## src/rtl/core/lprd_pkg.sv

```systemverilog
// Shared constants and types of the length-prefixed ring deframer.
package lprd_pkg;

    localparam int unsigned RING_DEPTH_DEFAULT = 2048;
    localparam logic [15:0] MAX_LEN_RESET      = 16'd1500;
    localparam int unsigned FILL_W             = 12;

    localparam logic CMD_PUSH = 1'b0;

    typedef struct packed {
        logic              byte_valid;
        logic [7:0]        payload_byte;
        logic              message_end;
        logic              push_rejected;
        logic              oversize_dropped;
        logic [FILL_W-1:0] fill_level;
    } t_result;

endpackage

```

## src/rtl/core/lprd_if.sv

```systemverilog


interface lprd_out_if;
    logic        valid;
    logic        ready;
    logic        byte_valid;
    logic [7:0]  payload_byte;
    logic        message_end;
    logic        push_rejected;
    logic        oversize_dropped;
    logic [11:0] fill_level;

    modport source(output valid, output byte_valid, output payload_byte,
                   output message_end, output push_rejected,
                   output oversize_dropped, output fill_level, input ready);
    modport sink(input valid, input byte_valid, input payload_byte,
                 input message_end, input push_rejected,
                 input oversize_dropped, input fill_level, output ready);
endinterface


```

## src/rtl/core/lprd_oreg.sv

```systemverilog
// Output register that holds one result word until the sink takes it.
module lprd_oreg (
    input  logic               i_clk,
    input  logic               i_rst_n,
    input  logic               i_res_valid,
    input  lprd_pkg::t_result  i_res,
    output logic               o_res_ready,
    lprd_out_if.source         o_out
);

    logic              r_full;
    lprd_pkg::t_result r_res;

    assign o_res_ready = !r_full || o_out.ready;

    always_ff @(posedge i_clk) begin
        if (!i_rst_n) begin
            r_full <= 1'b0;
        end else if (i_res_valid && o_res_ready) begin
            r_full <= 1'b1;
        end else if (o_out.ready) begin
            r_full <= 1'b0;
        end
    end

    always_ff @(posedge i_clk) begin
        if (i_res_valid && o_res_ready) begin
            r_res <= i_res;
        end
    end

    assign o_out.valid            = r_full;
    assign o_out.byte_valid       = r_res.byte_valid;
    assign o_out.payload_byte     = r_res.payload_byte;
    assign o_out.message_end      = r_res.message_end;
    assign o_out.push_rejected    = r_res.push_rejected;
    assign o_out.oversize_dropped = r_res.oversize_dropped;
    assign o_out.fill_level       = r_res.fill_level;

endmodule

```

## src/flat_wrapper.sv

```systemverilog
// flat-port wrapper written by rule: the top's interface ports become plain ports
module lprd_oreg_flat 
  (i_clk, i_rst_n, i_res_valid, i_res, o_res_ready, o_out_valid, o_out_byte_valid, o_out_payload_byte, o_out_message_end, o_out_push_rejected, o_out_oversize_dropped, o_out_fill_level, o_out_ready);
  lprd_out_if o_out_i ();
  input  logic i_clk;
  input  logic i_rst_n;
  input  logic i_res_valid;
  input  lprd_pkg::t_result i_res;
  output logic o_res_ready;
  output wire logic [$bits(o_out_i.valid)-1:0] o_out_valid;
  output wire logic [$bits(o_out_i.byte_valid)-1:0] o_out_byte_valid;
  output wire logic [$bits(o_out_i.payload_byte)-1:0] o_out_payload_byte;
  output wire logic [$bits(o_out_i.message_end)-1:0] o_out_message_end;
  output wire logic [$bits(o_out_i.push_rejected)-1:0] o_out_push_rejected;
  output wire logic [$bits(o_out_i.oversize_dropped)-1:0] o_out_oversize_dropped;
  output wire logic [$bits(o_out_i.fill_level)-1:0] o_out_fill_level;
  input wire logic [$bits(o_out_i.ready)-1:0] o_out_ready;
  assign o_out_valid = o_out_i.valid;
  assign o_out_byte_valid = o_out_i.byte_valid;
  assign o_out_payload_byte = o_out_i.payload_byte;
  assign o_out_message_end = o_out_i.message_end;
  assign o_out_push_rejected = o_out_i.push_rejected;
  assign o_out_oversize_dropped = o_out_i.oversize_dropped;
  assign o_out_fill_level = o_out_i.fill_level;
  assign o_out_i.ready = o_out_ready;
  lprd_oreg u_core (.i_clk(i_clk), .i_rst_n(i_rst_n), .i_res_valid(i_res_valid), .i_res(i_res), .o_res_ready(o_res_ready), .o_out(o_out_i));
endmodule
```

## config.mk

```make
export PLATFORM = sky130hd
export DESIGN_NAME = lprd_oreg_flat
export DESIGN_NICKNAME = d
export VERILOG_FILES = /design/src/rtl/core/lprd_pkg.sv /design/src/rtl/core/lprd_if.sv /design/src/rtl/core/lprd_oreg.sv /design/src/flat_wrapper.sv
export SDC_FILE = /design/constraint.sdc
export NUM_CORES = 1
export LEC_CHECK = 0
export BUFFER_PORTS_ARGS = -buffer_cell sky130_fd_sc_hd__buf_2
export CAP_MARGIN = 5
export CORE_MARGIN = 2
export CORE_UTILIZATION = 39
export CTS_BUF_LIST = sky130_fd_sc_hd__clkbuf_16
export DETAILED_ROUTE_END_ITERATION = 12
export PLACE_DENSITY = 0.77
export SYNTH_ARGS = -nofsm -noshare
export SYNTH_HDL_FRONTEND = slang
export SYNTH_SLANG_ARGS = --single-unit
```

## constraint.sdc

```tcl
create_clock -name i_clk -period 1.3 [get_ports i_clk]
set_input_delay 0.195 -clock i_clk [delete_from_list [all_inputs] [get_ports i_clk]]
set_output_delay 0.195 -clock i_clk [all_outputs]
set_load 0.1 [all_outputs]
```

==> flow_summary.ini <==
[layout]
fin_util = 0.611
nNetsFinal = 115
area_delta_synth_final_pct = 51.0
n_fill_cell = 158
diodes = 0
drive_above_1_share = 0.698
final_common_cell = buf_2
mostFrequentLayoutCells = buf_2 (52), edfxtp_1 (24), clkbuf_16 (3)
fin_cells = 113

[critical_path]
cp-end-kind = output pin
cp_top_family = buffers and inverters
max_stage_delay_ns = 0.42
crit_buf_inv = 1
required_ns = 1.11
setup.worst_path.start_class = flip-flop
cp_max_fo = 2
path_cells = buf_2
arrival_ns = 1.02
crit_slowest_cell = buf_2
crit_type = reg -> out

[yosys]
synth_seq_cells = 25
ys_seq_area_frac = 0.952
postSynthAreaPerCell_sq_um = 26.8
ys_types = 6
synth_cells = 29
synth_warnings = 0
syn_area_sq_um = 778
syn-num-nets = 57

[power]
power.leakage_uw = 0.000520
peakVddDrop_mv = 1.03
cellPowerDensity_nw_per_um2 = 1740

[sta]
hold_viol = 0
drv_slew = 0
fin_hold_ws_ns = 0.115
relSlewSlack = 0.671
worst_slew_pin_slew_ns = 0.496
fin_crit_sh = 0.933
final-setup-viol-count = 0
skew_ns = 0.00300
rsz0062_at_grt = no
fin_crit_ns = 1.21
fmax_mhz = 825

[place]
portBuffers = 53
dpl.cell_count = 109
gp_congestion = 0.618

[drt]
drt-total-wl_mm = 1.29
drc = 0
drt_iter0_drc = 2
avgViaCountPerCell = 4.09
vias = 462
dr.pass1.iters = 2
routedWlPerCell_microns = 11.4
postRouteAntennaNets = 0

[clock_network]
postCtsHoldBufs = 0
post_cts_buffers = 0
cts_sinks = 25
path_clk_slew_ns = 0.06
cts_tree = done
htree_levels = 1
root_buffer = clkbuf_16
clk_latency_ns = 0.25
clockBufferDepth = 2
cts_resized = 0
cts_made_buffers = 3

[min_path]
hold_path_class = in -> reg

[run]
cap_violations = 0

[die]
rows = 16
design.die.area_sq_um = 2370
io_pins = 54
die_x_microns = 48.7
start_util = 0.405
core_sq_um = 1920
die_y_microns = 48.7

[grt]
antenna_found_initial = 0
grt_usage = 0.122
overflow = 0
grt_max_degree = 25
grt_pass1_vias = 469
grt_pass1_wl_mm = 2.08

[status]
status = complete, no violations
-- synthesized netlist by cell type --
master | n | area (sq um)
inv_1 | 1 | 3.75
nand2b_4 | 1 | 13.8
and2_4 | 1 | 8.76
a21boi_2 | 1 | 11.3
edfxtp_1 | 24 | 721
dfxtp_1 | 1 | 20.0
-- area by class of cell --
cell class	count	area, sq um	area share
repair buffers	53	280	0.239
inverters	1	3.75	0.00319
well taps	27	33.8	0.0288
flip-flops and latches	25	744	0.634
clock buffers	3	75.1	0.0639
multi-input cells	3	33.8	0.0288
clock inverters	1	3.75	0.00319
-- power by group --
group	internal [uW]	switching (uW)
clock	410	233
combinational	69.1	384
sequential	938	10.8
-- per-layer routing --
layer  global-route usage  share of wire  up-vias
met5                    0              0        -
met4               0.0714         0.0078        0
met3               0.0401          0.090        2
met2                0.201           0.49       32
met1                0.139           0.41      200
li1                     -              -      228
-- registers in the layout (all words and copies together) (netlist names) --
register / flops
u_core.o_out.fill_level: 12
u_core.o_out.payload_byte: 8
u_core.o_out.byte_valid: 1
u_core.o_out.message_end: 1
u_core.o_out.oversize_dropped: 1
u_core.o_out.push_rejected: 1
u_core.o_out.valid: 1
-- final timing paths --
check                                                startpoint                                      to  slack [ns]  cells after the start
worst min register to register  u_core.o_out.valid$_SDFFE_PN0P_         u_core.o_out.valid$_SDFFE_PN0P_        0.52                      2
worst max-delay path            u_core.o_out.valid$_SDFFE_PN0P_                             o_out_valid        0.09                      1
worst min-delay path                                  i_res[16]  u_core.o_out.payload_byte[1]$_DFFE_PP_        0.12                      1
worst max register to register  u_core.o_out.valid$_SDFFE_PN0P_       u_core.o_out.byte_valid$_DFFE_PP_        0.20                      2
-- stage by stage --
stage	power [uW]	cell area, sq um	setup WS [ns]	TNS (ns)
3_3_place_gp	1420	1100	0.222	0
4_1_cts	2060	1170	0.0804	0
2_1_floorplan	1330	782	-0.128	-3.08
3_5_place_dp	1420	1100	0.187	0
5_1_grt	2110	1170	0.0518	0
6_report	2040	1170	0.0877	0
-- cells by family after synthesis --
| kind of cell | after synthesis | share of synthesized area |
|---|---|---|
| simple gates | 2 | 0.0289 |
| flops | 25 | 0.952 |
| compound gates | 1 | 0.0145 |
| buf+inv | 1 | 0.00482 |
Note: power is estimated with default switching activity, not from simulation.
